[src/hw/rtl/fgr_pkg.sv]
// Shared constants, action codes and the root table for the gain ramp fader.
`default_nettype none

package fgr_pkg;

    // Action codes carried in the kind field
    localparam logic [2:0] KIND_FRAME = 3'd0;
    localparam logic [2:0] KIND_RAMP  = 3'd1;
    localparam logic [2:0] KIND_MUTE  = 3'd2;
    localparam logic [2:0] KIND_LIMIT = 3'd3;
    localparam logic [2:0] KIND_CLIP  = 3'd4;
    localparam logic [2:0] KIND_UNDER = 3'd5;
    localparam logic [2:0] KIND_OVER  = 3'd6;
    localparam logic [2:0] KIND_READ  = 3'd7;

    // Gain formats and limits
    localparam logic signed [23:0] GAIN_MAX24 = 24'sh7FFFFF;
    localparam logic signed [23:0] GAIN_MIN24 = 24'sh800000;
    localparam logic signed [23:0] MUTE_Q16   = -24'sd5242880;
    localparam logic signed [15:0] APPL_MIN   = 16'sh8000;
    localparam logic [19:0]        LIN_MAX    = 20'hFFFFF;

    // log2(10)/5120 in Q32: turns Q7.8 dB into a base-2 exponent
    localparam logic signed [22:0] LOG_K      = 23'sd2786635;

    // One factor 2^(2^-k) per fraction bit
    localparam int ROOT_STEPS = 24;

    typedef logic [30:0] root_tbl_t [ROOT_STEPS];

    // Floor square root, one result bit per pass
    function automatic logic [63:0] isqrt64(input logic [63:0] v_in);
        logic [63:0] v;
        logic [63:0] res;
        logic [63:0] bit_v;
        v     = v_in;
        res   = 64'd0;
        bit_v = 64'd1 << 62;
        for (int i = 0; i < 32; i++)
        begin
            if (v >= res + bit_v)
            begin
                v   = v - (res + bit_v);
                res = (res >> 1) + bit_v;
            end
            else
            begin
                res = res >> 1;
            end
            bit_v = bit_v >> 2;
        end
        return res;
    endfunction

    // Repeated square roots of 2.0 in Q30, evaluated at elaboration
    function automatic root_tbl_t build_roots();
        root_tbl_t   tbl;
        logic [63:0] root;
        root = 64'd2 << 30;
        for (int k = 0; k < ROOT_STEPS; k++)
        begin
            root   = isqrt64(root << 30);
            tbl[k] = root[30:0];
        end
        return tbl;
    endfunction

    localparam root_tbl_t ROOT_TBL = build_roots();

endpackage

`default_nettype wire

[src/hw/rtl/frame_gain_ramp_with_counters.sv]
// Per-frame dB gain fader with ramp divider, exponent unit and event counters.
//
//  channel | direction | beat carries
//  --------+-----------+-------------------------------------------------------
//  cfg     | in        | headroom (Q7.8 dB)
//  in      | in        | kind, target_gain, ramp_frames, clipped_count
//  out     | out       | linear_gain, applied_gain, five counters, frames_left
//
// Event kinds (mute, counters, ramp jump) complete in the idle state. A ramp with a
// frame count runs 25 passes of the restoring divider plus a fixup. Frame and read
// beats form the exponent product, then the shared Q30 multiplier walks the 24
// fraction bits, then the result is rounded; above the linear range the multiplier
// is skipped. The output register holds
// a finished beat while the next beat is taken; a result waits in place until
// the output register is free. Reset clears all gain state and counters.
`default_nettype none

module frame_gain_ramp_with_counters
    import fgr_pkg::*;
(
    input  wire                clk,
    input  wire                rst_n,
    // configuration
    input  wire                cfg_valid,
    output logic               cfg_ready,
    input  wire  [14:0]        headroom,
    // input beats
    input  wire                in_valid,
    output logic               in_ready,
    input  wire  [2:0]         kind,
    input  wire  signed [15:0] target_gain,
    input  wire  [15:0]        ramp_frames,
    input  wire  [15:0]        clipped_count,
    // result beats
    output logic               out_valid,
    input  wire                out_ready,
    output logic [19:0]        linear_gain,
    output logic signed [15:0] applied_gain,
    output logic [31:0]        frames_done,
    output logic [31:0]        limiter_events,
    output logic [31:0]        clipped_total,
    output logic [31:0]        underflow_count,
    output logic [31:0]        overflow_count,
    output logic [15:0]        frames_left
);

    localparam logic [2:0] ST_IDLE = 3'd0;
    localparam logic [2:0] ST_LOG  = 3'd1;
    localparam logic [2:0] ST_EXP  = 3'd2;
    localparam logic [2:0] ST_FIN  = 3'd3;
    localparam logic [2:0] ST_DIV  = 3'd4;
    localparam logic [2:0] ST_DVF  = 3'd5;

    localparam logic [4:0] EXP_LAST = 5'(ROOT_STEPS - 1);
    localparam logic [4:0] DIV_LAST = 5'd24;

    // control state
    logic [2:0]         state_reg,     state_next;
    logic [4:0]         cnt_reg,       cnt_next;
    logic               out_valid_reg, out_valid_next;
    logic [14:0]        headroom_reg,  headroom_next;
    logic signed [23:0] current_reg,   current_next;
    logic signed [23:0] step_reg,      step_next;
    logic [15:0]        remaining_reg, remaining_next;
    logic [31:0]        frame_reg,     frame_next;
    logic [31:0]        limiter_reg,   limiter_next;
    logic [31:0]        clip_reg,      clip_next;
    logic [31:0]        under_reg,     under_next;
    logic [31:0]        over_reg,      over_next;

    // datapath
    logic signed [15:0] applied_reg,   applied_next;
    logic signed [5:0]  n_reg,         n_next;
    logic [23:0]        frac_reg,      frac_next;
    logic [30:0]        m_reg,         m_next;
    logic [30:0]        root_reg,      root_next;
    logic               sat_reg,       sat_next;
    logic [15:0]        rem_reg,       rem_next;
    logic [24:0]        quo_reg,       quo_next;
    logic [15:0]        div_reg,       div_next;
    logic               neg_reg,       neg_next;
    logic [19:0]        lin_out_reg,   lin_out_next;
    logic signed [15:0] appl_out_reg,  appl_out_next;
    logic [31:0]        frame_out_reg, frame_out_next;
    logic [31:0]        lim_out_reg,   lim_out_next;
    logic [31:0]        clip_out_reg,  clip_out_next;
    logic [31:0]        under_out_reg, under_out_next;
    logic [31:0]        over_out_reg,  over_out_next;
    logic [15:0]        left_out_reg,  left_out_next;

    // applied gain: floor to Q7.8, minus headroom, clamp low
    logic signed [15:0] q8_gain;
    logic signed [16:0] appl_wide;
    logic signed [15:0] applied_now;

    assign q8_gain     = current_reg[23:8];
    assign appl_wide   = {q8_gain[15], q8_gain} - $signed({2'b00, headroom_reg});
    assign applied_now = (appl_wide[16] && !appl_wide[15]) ? APPL_MIN : appl_wide[15:0];

    // frame step with 24-bit clamp
    logic signed [24:0] step_sum;
    logic signed [23:0] stepped_gain;

    assign step_sum     = {current_reg[23], current_reg} + {step_reg[23], step_reg};
    assign stepped_gain = (step_sum[24] != step_sum[23])
                          ? (step_sum[24] ? GAIN_MIN24 : GAIN_MAX24)
                          : step_sum[23:0];

    // ramp distance, split into sign and magnitude for the divider
    logic signed [24:0] ramp_diff;
    logic [24:0]        ramp_mag;

    assign ramp_diff = {target_gain[15], target_gain, 8'd0} - {current_reg[23], current_reg};
    assign ramp_mag  = ramp_diff[24] ? (25'd0 - ramp_diff) : ramp_diff;

    // divider pass: shift one dividend bit in, try to subtract
    logic [16:0] div_shift;
    logic [16:0] div_sub;
    logic        div_ge;

    assign div_shift = {rem_reg, quo_reg[24]};
    assign div_ge    = div_shift >= {1'b0, div_reg};
    assign div_sub   = div_shift - {1'b0, div_reg};

    // exponent: e = applied * K, integer part n, fraction bits below
    logic signed [38:0] exp_full;

    assign exp_full = applied_reg * LOG_K;

    // shared Q30 multiplier and root table index
    logic [61:0] mul_prod;
    logic [4:0]  root_idx;

    assign mul_prod = 62'(m_reg) * 62'(root_reg);
    assign root_idx = (cnt_reg == EXP_LAST) ? 5'd0 : cnt_reg + 5'd1;

    // final scale by 2^(n-14), round half up, clamp
    logic signed [6:0] shift_wide;
    logic [5:0]        shift_amt;
    logic [36:0]       round_sum;
    logic [36:0]       scaled;
    logic [19:0]       lin_now;

    assign shift_wide = 7'sd14 - {n_reg[5], n_reg};
    assign shift_amt  = shift_wide[5:0];
    assign round_sum  = {6'd0, m_reg} + (37'd1 << (shift_amt - 6'd1));
    assign scaled     = round_sum >> shift_amt;
    assign lin_now    = (sat_reg || (|scaled[36:20])) ? LIN_MAX : scaled[19:0];

    // sequencer and next-state logic
    always_comb
    begin
        state_next     = state_reg;
        cnt_next       = cnt_reg;
        out_valid_next = out_valid_reg;
        headroom_next  = headroom_reg;
        current_next   = current_reg;
        step_next      = step_reg;
        remaining_next = remaining_reg;
        frame_next     = frame_reg;
        limiter_next   = limiter_reg;
        clip_next      = clip_reg;
        under_next     = under_reg;
        over_next      = over_reg;
        applied_next   = applied_reg;
        n_next         = n_reg;
        frac_next      = frac_reg;
        m_next         = m_reg;
        root_next      = root_reg;
        sat_next       = sat_reg;
        rem_next       = rem_reg;
        quo_next       = quo_reg;
        div_next       = div_reg;
        neg_next       = neg_reg;
        lin_out_next   = lin_out_reg;
        appl_out_next  = appl_out_reg;
        frame_out_next = frame_out_reg;
        lim_out_next   = lim_out_reg;
        clip_out_next  = clip_out_reg;
        under_out_next = under_out_reg;
        over_out_next  = over_out_reg;
        left_out_next  = left_out_reg;

        // drop a result beat once taken
        if (out_valid_reg && out_ready)
        begin
            out_valid_next = 1'b0;
        end

        // take a headroom write
        if (cfg_valid)
        begin
            headroom_next = headroom;
        end

        unique case (state_reg)
            ST_IDLE:
            begin
                if (in_valid)
                begin
                    unique case (kind)
                        KIND_FRAME:
                        begin
                            frame_next   = frame_reg + 32'd1;
                            applied_next = applied_now;
                            if (remaining_reg != 16'd0)
                            begin
                                current_next   = stepped_gain;
                                remaining_next = remaining_reg - 16'd1;
                            end
                            state_next = ST_LOG;
                        end
                        KIND_RAMP:
                        begin
                            if (ramp_frames == 16'd0)
                            begin
                                current_next   = {target_gain, 8'd0};
                                step_next      = '0;
                                remaining_next = 16'd0;
                            end
                            else
                            begin
                                remaining_next = ramp_frames;
                                div_next       = ramp_frames;
                                quo_next       = ramp_mag;
                                neg_next       = ramp_diff[24];
                                rem_next       = 16'd0;
                                cnt_next       = 5'd0;
                                state_next     = ST_DIV;
                            end
                        end
                        KIND_MUTE:
                        begin
                            current_next   = MUTE_Q16;
                            step_next      = '0;
                            remaining_next = 16'd0;
                        end
                        KIND_LIMIT: limiter_next = limiter_reg + 32'd1;
                        KIND_CLIP:  clip_next    = clip_reg + {16'd0, clipped_count};
                        KIND_UNDER: under_next   = under_reg + 32'd1;
                        KIND_OVER:  over_next    = over_reg + 32'd1;
                        KIND_READ:
                        begin
                            applied_next = applied_now;
                            state_next   = ST_LOG;
                        end
                    endcase
                end
            end

            // form the exponent, skip the multiplier above the linear range
            ST_LOG:
            begin
                n_next    = exp_full[37:32];
                frac_next = exp_full[31:8];
                m_next    = 31'd1 << 30;
                root_next = ROOT_TBL[0];
                cnt_next  = 5'd0;
                if ($signed(exp_full[37:32]) >= 6'sd5)
                begin
                    sat_next   = 1'b1;
                    state_next = ST_FIN;
                end
                else
                begin
                    sat_next   = 1'b0;
                    state_next = ST_EXP;
                end
            end

            // apply one root factor per set fraction bit
            ST_EXP:
            begin
                if (frac_reg[23])
                begin
                    m_next = mul_prod[60:30];
                end
                frac_next = {frac_reg[22:0], 1'b0};
                root_next = ROOT_TBL[root_idx];
                cnt_next  = cnt_reg + 5'd1;
                if (cnt_reg == EXP_LAST)
                begin
                    state_next = ST_FIN;
                end
            end

            // load the result beat once the output register is free
            ST_FIN:
            begin
                if (!out_valid_reg || out_ready)
                begin
                    out_valid_next = 1'b1;
                    lin_out_next   = lin_now;
                    appl_out_next  = applied_reg;
                    frame_out_next = frame_reg;
                    lim_out_next   = limiter_reg;
                    clip_out_next  = clip_reg;
                    under_out_next = under_reg;
                    over_out_next  = over_reg;
                    left_out_next  = remaining_reg;
                    state_next     = ST_IDLE;
                end
            end

            // restoring division, one quotient bit per cycle
            ST_DIV:
            begin
                rem_next = div_ge ? div_sub[15:0] : div_shift[15:0];
                quo_next = {quo_reg[23:0], div_ge};
                cnt_next = cnt_reg + 5'd1;
                if (cnt_reg == DIV_LAST)
                begin
                    state_next = ST_DVF;
                end
            end

            // restore the sign and clamp the step
            ST_DVF:
            begin
                if (neg_reg)
                begin
                    step_next = (quo_reg > 25'd8388608) ? GAIN_MIN24
                                                        : 24'(25'd0 - quo_reg);
                end
                else
                begin
                    step_next = (quo_reg > 25'd8388607) ? GAIN_MAX24 : quo_reg[23:0];
                end
                state_next = ST_IDLE;
            end

            default:
            begin
                state_next = ST_IDLE;
            end
        endcase
    end

    // control registers
    always_ff @(posedge clk or negedge rst_n)
    begin
        if (!rst_n)
        begin
            state_reg     <= ST_IDLE;
            cnt_reg       <= 5'd0;
            out_valid_reg <= 1'b0;
            headroom_reg  <= 15'd0;
            current_reg   <= '0;
            step_reg      <= '0;
            remaining_reg <= 16'd0;
            frame_reg     <= 32'd0;
            limiter_reg   <= 32'd0;
            clip_reg      <= 32'd0;
            under_reg     <= 32'd0;
            over_reg      <= 32'd0;
        end
        else
        begin
            state_reg     <= state_next;
            cnt_reg       <= cnt_next;
            out_valid_reg <= out_valid_next;
            headroom_reg  <= headroom_next;
            current_reg   <= current_next;
            step_reg      <= step_next;
            remaining_reg <= remaining_next;
            frame_reg     <= frame_next;
            limiter_reg   <= limiter_next;
            clip_reg      <= clip_next;
            under_reg     <= under_next;
            over_reg      <= over_next;
        end
    end

    // datapath registers
    always_ff @(posedge clk)
    begin
        applied_reg   <= applied_next;
        n_reg         <= n_next;
        frac_reg      <= frac_next;
        m_reg         <= m_next;
        root_reg      <= root_next;
        sat_reg       <= sat_next;
        rem_reg       <= rem_next;
        quo_reg       <= quo_next;
        div_reg       <= div_next;
        neg_reg       <= neg_next;
        lin_out_reg   <= lin_out_next;
        appl_out_reg  <= appl_out_next;
        frame_out_reg <= frame_out_next;
        lim_out_reg   <= lim_out_next;
        clip_out_reg  <= clip_out_next;
        under_out_reg <= under_out_next;
        over_out_reg  <= over_out_next;
        left_out_reg  <= left_out_next;
    end

    // ports
    assign cfg_ready       = 1'b1;
    assign in_ready        = (state_reg == ST_IDLE);
    assign out_valid       = out_valid_reg;
    assign linear_gain     = lin_out_reg;
    assign applied_gain    = appl_out_reg;
    assign frames_done     = frame_out_reg;
    assign limiter_events  = lim_out_reg;
    assign clipped_total   = clip_out_reg;
    assign underflow_count = under_out_reg;
    assign overflow_count  = over_out_reg;
    assign frames_left     = left_out_reg;

endmodule

`default_nettype wire

[config.mk]
export PLATFORM = sky130hd
export DESIGN_NAME = frame_gain_ramp_with_counters
export DESIGN_NICKNAME = d
export VERILOG_FILES = /design/src/hw/rtl/fgr_pkg.sv /design/src/hw/rtl/frame_gain_ramp_with_counters.sv
export SDC_FILE = /design/constraint.sdc
export NUM_CORES = 2
export LEC_CHECK = 0
export ABC_AREA = 0
export BUFFER_PORTS_ARGS = -buffer_cell sky130_fd_sc_hd__buf_2
export CAP_MARGIN = 20
export CORE_MARGIN = 4
export CORE_UTILIZATION = 55
export CTS_CLUSTER_DIAMETER = 50
export DETAILED_ROUTE_END_ITERATION = 10
export PLACE_DENSITY = 0.72
export SYNTH_ARGS = -nofsm -noshare
export SYNTH_HDL_FRONTEND = slang
export SYNTH_SLANG_ARGS = --single-unit
[constraint.sdc]
create_clock -name clk -period 37.5 [get_ports clk]
set_input_delay 1.875 -clock clk [delete_from_list [all_inputs] [get_ports clk]]
set_output_delay 1.875 -clock clk [all_outputs]
set_load 0.005 [all_outputs]
Word-level counts from Yosys, hierarchy flattened
Memories as Yosys holds them, arrays and structs flattened.
Cells that the tools add are included.
{"block": "word_totals", "regBits": 627, "romBits": 992, "n_memories": 1, "input_bits": 71}
{"block": "classes", "shift": 2, "order_cmp": 5, "n_mux": 48, "multipliers": 2, "n_addsub": 16, "bitwise_logic": 2, "reduce_logical": 33, "eq_ne": 28}
{"memory": "(name not given)", "depth": 32, "word_bits": 31, "rd": 1, "rd_ports_with_merged_regs": 0, "wr": 0, "line": "frame_gain_ramp_with_counters.sv:279", "rtl": "root_next = ROOT_TBL[root_idx];"}
{"cell": "24-bit two-way mux", "count": 9}
{"cell": "24-bit one-hot mux with 2 select lines", "count": 3}
{"cell": "32-bit by 1-bit adder with 32-bit output (second input constant)", "count": 4}
{"cell": "31-bit one-hot mux with 2 select lines", "count": 2}
{"cell": "25-bit two-way mux", "count": 4}
{"cell": "16-bit two-way mux", "count": 6}
{"cell": "31-bit two-way mux", "count": 3}
{"cell": "24-bit one-hot mux with 3 select lines", "count": 1}
{"cell": "31-bit by 31-bit multiplier with 61-bit output", "count": 1}
{"cell": "25-bit one-hot mux with 2 select lines", "count": 1}
{"cell": "16-bit one-hot mux with 3 select lines", "count": 1}
{"cell": "16-bit by 23-bit multiplier with 38-bit output (second input constant)", "count": 1}
{"cell": "31-bit by 37-bit adder with 37-bit output", "count": 1}
{"cell": "1-bit by 6-bit left shift with 37-bit output (first input constant)", "count": 1}
{"cell": "37-bit by 6-bit >> shifter with 37-bit output", "count": 1}
{"cell": "32-bit by 16-bit adder with 32-bit output", "count": 1}
{"cell": "16-bit one-hot mux with 2 select lines", "count": 1}
{"cell": "24-bit by 24-bit adder with 25-bit output", "count": 1}
{"cell": "25-bit by 23-bit > comparator with 1-bit output (second input constant)", "count": 1}
{"cell": "25-bit by 24-bit > comparator with 1-bit output (second input constant)", "count": 1}
{"cell": "1-bit by 25-bit subtractor with 25-bit output (first input constant)", "count": 1}
{"cell": "24-bit by 24-bit subtractor with 25-bit output", "count": 1}
{"cell": "1-bit by 24-bit subtractor with 24-bit output (first input constant)", "count": 1}
{"cell": "5-bit two-way mux", "count": 4}
{"cell": "other kinds (41)", "count": 85}

Longest topological paths before layout
{"block": "logic_depth", "depth_word": 7, "depth_mapped": 31, "ltp_nobuf": 29}

Worst setup path before layout
Ideal clock, no wire load.
{"block": "synth_timing", "kind": "input port to flip-flop", "startpoint": "input out_ready", "endpoint": "register appl_out_reg[0] (netlist: applied_gain[0]) (enable)", "stages": 2, "required_time_ns": 36.456, "path_slack_ns": 20.302, "t_arrival_ns": 16.155, "cell_sequence": "nor2b_1 > nor3_1"}
{"block": "synth_between", "elab_chain_len": 2}
{"element": "start: declaration", "line": "frame_gain_ramp_with_counters.sv:36", "rtl": "input wire out_ready,"}
{"element": "1-bit logical OR", "line": "frame_gain_ramp_with_counters.sv:290", "rtl": "if (!out_valid_reg || out_ready)"}
{"element": "2-bit AND reduction (no line)"}
{"element": "end signal: assignment", "line": "frame_gain_ramp_with_counters.sv:388", "rtl": "appl_out_reg <= appl_out_next;"}
{"element": "end: declaration", "line": "frame_gain_ramp_with_counters.sv:83", "rtl": "logic signed [15:0] appl_out_reg, appl_out_next;"}
No other way between the ends.
A chain may end at the register's enable or synchronous reset.

Worst setup path in the final report
{"block": "layout_timing", "startpoint": "register root_reg[5]", "endpoint": "register m_reg[26], data pin"}
{"block": "layout_between", "elab_chain_len": 3}
{"element": "start: declaration", "line": "frame_gain_ramp_with_counters.sv:76", "rtl": "logic [30:0] root_reg, root_next;"}
{"element": "start signal: assignment", "line": "frame_gain_ramp_with_counters.sv:381", "rtl": "root_reg <= root_next;"}
{"element": "31-bit by 31-bit multiplier with 61-bit output", "line": "frame_gain_ramp_with_counters.sv:134", "rtl": "assign mul_prod = 62'(m_reg) * 62'(root_reg);"}
{"element": "31-bit two-way mux", "line": "frame_gain_ramp_with_counters.sv:274", "rtl": "if (frac_reg[23])"}
{"element": "31-bit one-hot mux with 2 select lines", "line": "frame_gain_ramp_with_counters.sv:196", "rtl": "unique case (state_reg)"}
{"element": "end signal: assignment", "line": "frame_gain_ramp_with_counters.sv:380", "rtl": "m_reg <= m_next;"}
{"element": "end: declaration", "line": "frame_gain_ramp_with_counters.sv:75", "rtl": "logic [30:0] m_reg, m_next;"}
No other way between the ends. The select of a mux whose other input is x is not followed.

==> run summary <==
cell at the slowest stage of the critical path - edfxtp_1
Critical Path Max Stage Delay - 1.09 ns
CP top delay family - adder cells
num rows - 128
Reg2Reg Depth - 25
max-slew violations - 0
Reg-to-Reg Start - root_reg[5]
DP HPWL - 135.9 mm
post-synthesis simple-gate area fraction - 15.36%
CTS tree - yes
TNS Setup - 0 ns
Worst Skew - 0.07445 ns
Resize count post-CTS - 0
GR peak layer - met2
capturing point of the worst reg2reg path - m_reg[26]
Max Clock Freq - 103.6 MHz
count leader, synth - inv_1
worst-margin pin slew - 1.197 ns
Storage cell area - 17530 sq um
#FFs+latches synth - 625
flop2flop setup slack - 27.85 ns
vias in the first global route - 53420
hold_sp - under_reg[22]
synthesized area per cell - 9.689 sq um
Port Buffers - 284
synth-to-layout area growth - 8.962%
Initial Utilization - 55.68%
# fillers - 10300
async set-reset flop share out of synthesis - 39.68%
top post-synthesis cells by count - 1094 x inv_1, 898 x nand2_1, 896 x fa_1, 575 x ha_1, 411 x and2_1
met2 GRT Util - 47.52%
nets - 8741
Reg clk slew, reported paths - 0.06 ns
Worst Hold Path EP - underflow_count[22]
main combinational cell family by area after synthesis - adder cells
Synth Area in Compound Gates - 8.868%
iteration count of the initial detailed-routing pass - 9
Setup WS post-layout - 27.85 ns
Fin. Hold Viols - 0
Cell variety after synth - 102
setup repair after global routing missed its margin - false
Remaining DRCs - 0
initial drt markers - 4085
Slew Limit Headroom - 20.17%
I/O pin total - 286
GPL Wtd Cong - 0.9268
min cycle time layout - 9.653 ns
final period utilization - 25.74%
Hold Path Class - reg2reg
wire per inst - 20.32 um
post-place setup slack - 27.51 ns
Post-Synth XOR/XNOR Area - 4.218%
Core ar. - 122500 sq um
clk sinks - 625
crit path launch type - flop
CTS buffer count - 85
Mapped Nets - 8583
cts hold-fix bufs - 0
wire length of the first global-routing pass - 294.0 mm
via count - 50970
Post-DP Area - 71300 sq um
Die Footprint - 129700 sq um
worst hold stages - 0
Vias/cell - 5.728
Total Routed Length - 180.8 mm
layout cells sized above 1 - 8.610%
maximum clock insertion buffer count - 3
clock root buffer - clkbuf_16
Top cell by count, worst path - fa_1
top-area cell type share of the netlist area - 26.29%
Skew-Pair Late Insertion Delay - 0.70 ns
Worst Path Required - 37.93 ns
initial antenna violation count - 5
Finish-stage setup viols - 0
Max-cap violations - 0
Post-CTS Setup Bufs - 0
Synth Area in Adders - 36.84%
status - completed
Inst Count DP - 8730
multiplexer share of the synthesized area - 1.220%
Synth Cell Area - 68220 sq um
post-synth top area cell - fa_1
number of synthesized flops with an enable pin - 377
buffer and inverter count on the worst path - 3
maximum fanout along the worst path - 31
Non-Filler Instances - 8898
Die Wd - 360.2 um
met1 Track Usage GR - 37.14%
Seq/Total Area, Yosys - 25.69%
post-route ant nets - 0
YS warnings - 0
met3 Track Usage GR - 4.339%
main area contributors after synthesis - fa_1 26%, edfxtp_1 17%, ha_1 11%
total grt overflow - 0
gr usage total - 28.32%
WS Path Type - reg2reg
crit end category - flop
Die Ht - 360.2 um
Mapped Cells - 7041
multi-input logic area - 45450 sq um
Post-synth top flop - edfxtp_1
largest net degree at the start of global routing - 122
H-tree levels - 3
Critical Path AT - 10.08 ns
final instance area - 74330 sq um
[cell usage in the layout (no fill, tap or decap), types with 40 or more instances in the layout]
| cell type | n |
|---|---|
| nand2b_1 | 40 |
| inv_1 | 1094 |
| and2_1 | 411 |
| fa_1 | 896 |
| dfrtp_1 | 248 |
| nand4_1 | 50 |
| ha_1 | 574 |
| nand3_1 | 123 |
| and3_1 | 62 |
| nand2_1 | 897 |
| xnor2_1 | 210 |
| nor2_1 | 340 |
| clkbuf_16 | 87 |
| a21oi_1 | 263 |
| o21ai_0 | 241 |
| a21o_1 | 65 |
| nor2b_1 | 47 |
| xor2_1 | 109 |
| buf_4 | 97 |
| buf_2 | 283 |
| edfxtp_1 | 377 |
| nor3_1 | 86 |
[layer usage]
| metal | vias to the layer above | wire length (um) |
|---|---|---|
| li1 | 23170 | - |
| met1 | 25460 | 72190 |
| met2 | 1928 | 87960 |
| met3 | 414 | 13060 |
| met4 | 2 | 7582 |
| met5 | - | 13 |
[logic make-up (layout without fill, tap and decap cells)]
kind of cell,count (synthesis),count (layout)
and+or+nand+nor,2192,2192
muxes,67,67
buffers and inverters,1411,1641
DFF,625,625
xor gates and xnor gates,324,324
AOI/OAI and AO/OA,950,950
adders and majority gates,1471,1471
other,1,3
[worst register-to-register path, cell delays in order, from the launching register on]
cell	delay, ns
edfxtp_1	1.09
and2_1	0.29
fa_1	0.44
fa_1	0.49
fa_1	0.52
inv_1	0.05
fa_1	0.47
inv_1	0.05
fa_1	0.48
fa_1	0.57
fa_1	0.45
fa_1	0.45
ha_1	0.32
a21oi_1	0.16
a21boi_0	0.12
or3_1	0.39
o311ai_1	0.43
clkbuf_4	0.30
a211oi_1	0.10
o31ai_1	0.49
a21boi_0	0.34
o41ai_1	0.77
nor3b_1	0.14
a211oi_1	0.31
xor2_1	0.18
nor2_1	0.05
[cell type report]
class | count | area share, %
timing repair buffer | 388 | 3.070
clock inverter | 43 | 0.7188
antenna | 2 | 0.006733
multi-input combinational | 5005 | 61.14
clock buffer | 116 | 3.223
tap | 1625 | 2.735
inverter | 1094 | 5.525
sequential | 625 | 23.58
[metrics by stage]
step	utilization (%)	hold slack (ns)
CTS	60.59	0.4662
global route	60.67	0.4768
global placement	58.16	0.4359
detailed placement	58.20	0.4522
floorplan	-	0.4249
finish	60.67	0.4715
[worst max path at each step]
stage | start | endpoint | slack [ns] | cells after the start
3_3_place_gp | root_reg[8] | m_reg[26] | 27.59 | 29
2_1_floorplan | out_ready | applied_gain[0] | 20.30 | 2
6_report | root_reg[5] | m_reg[26] | 27.85 | 25
4_1_cts | root_reg[5] | m_reg[26] | 27.56 | 24
3_5_place_dp | root_reg[5] | m_reg[26] | 27.51 | 24
5_1_grt | root_reg[5] | m_reg[29] | 27.34 | 25
Power is not shown: default switching activity piles up to over one toggle a cycle in this logic, so the estimate is an artifact.
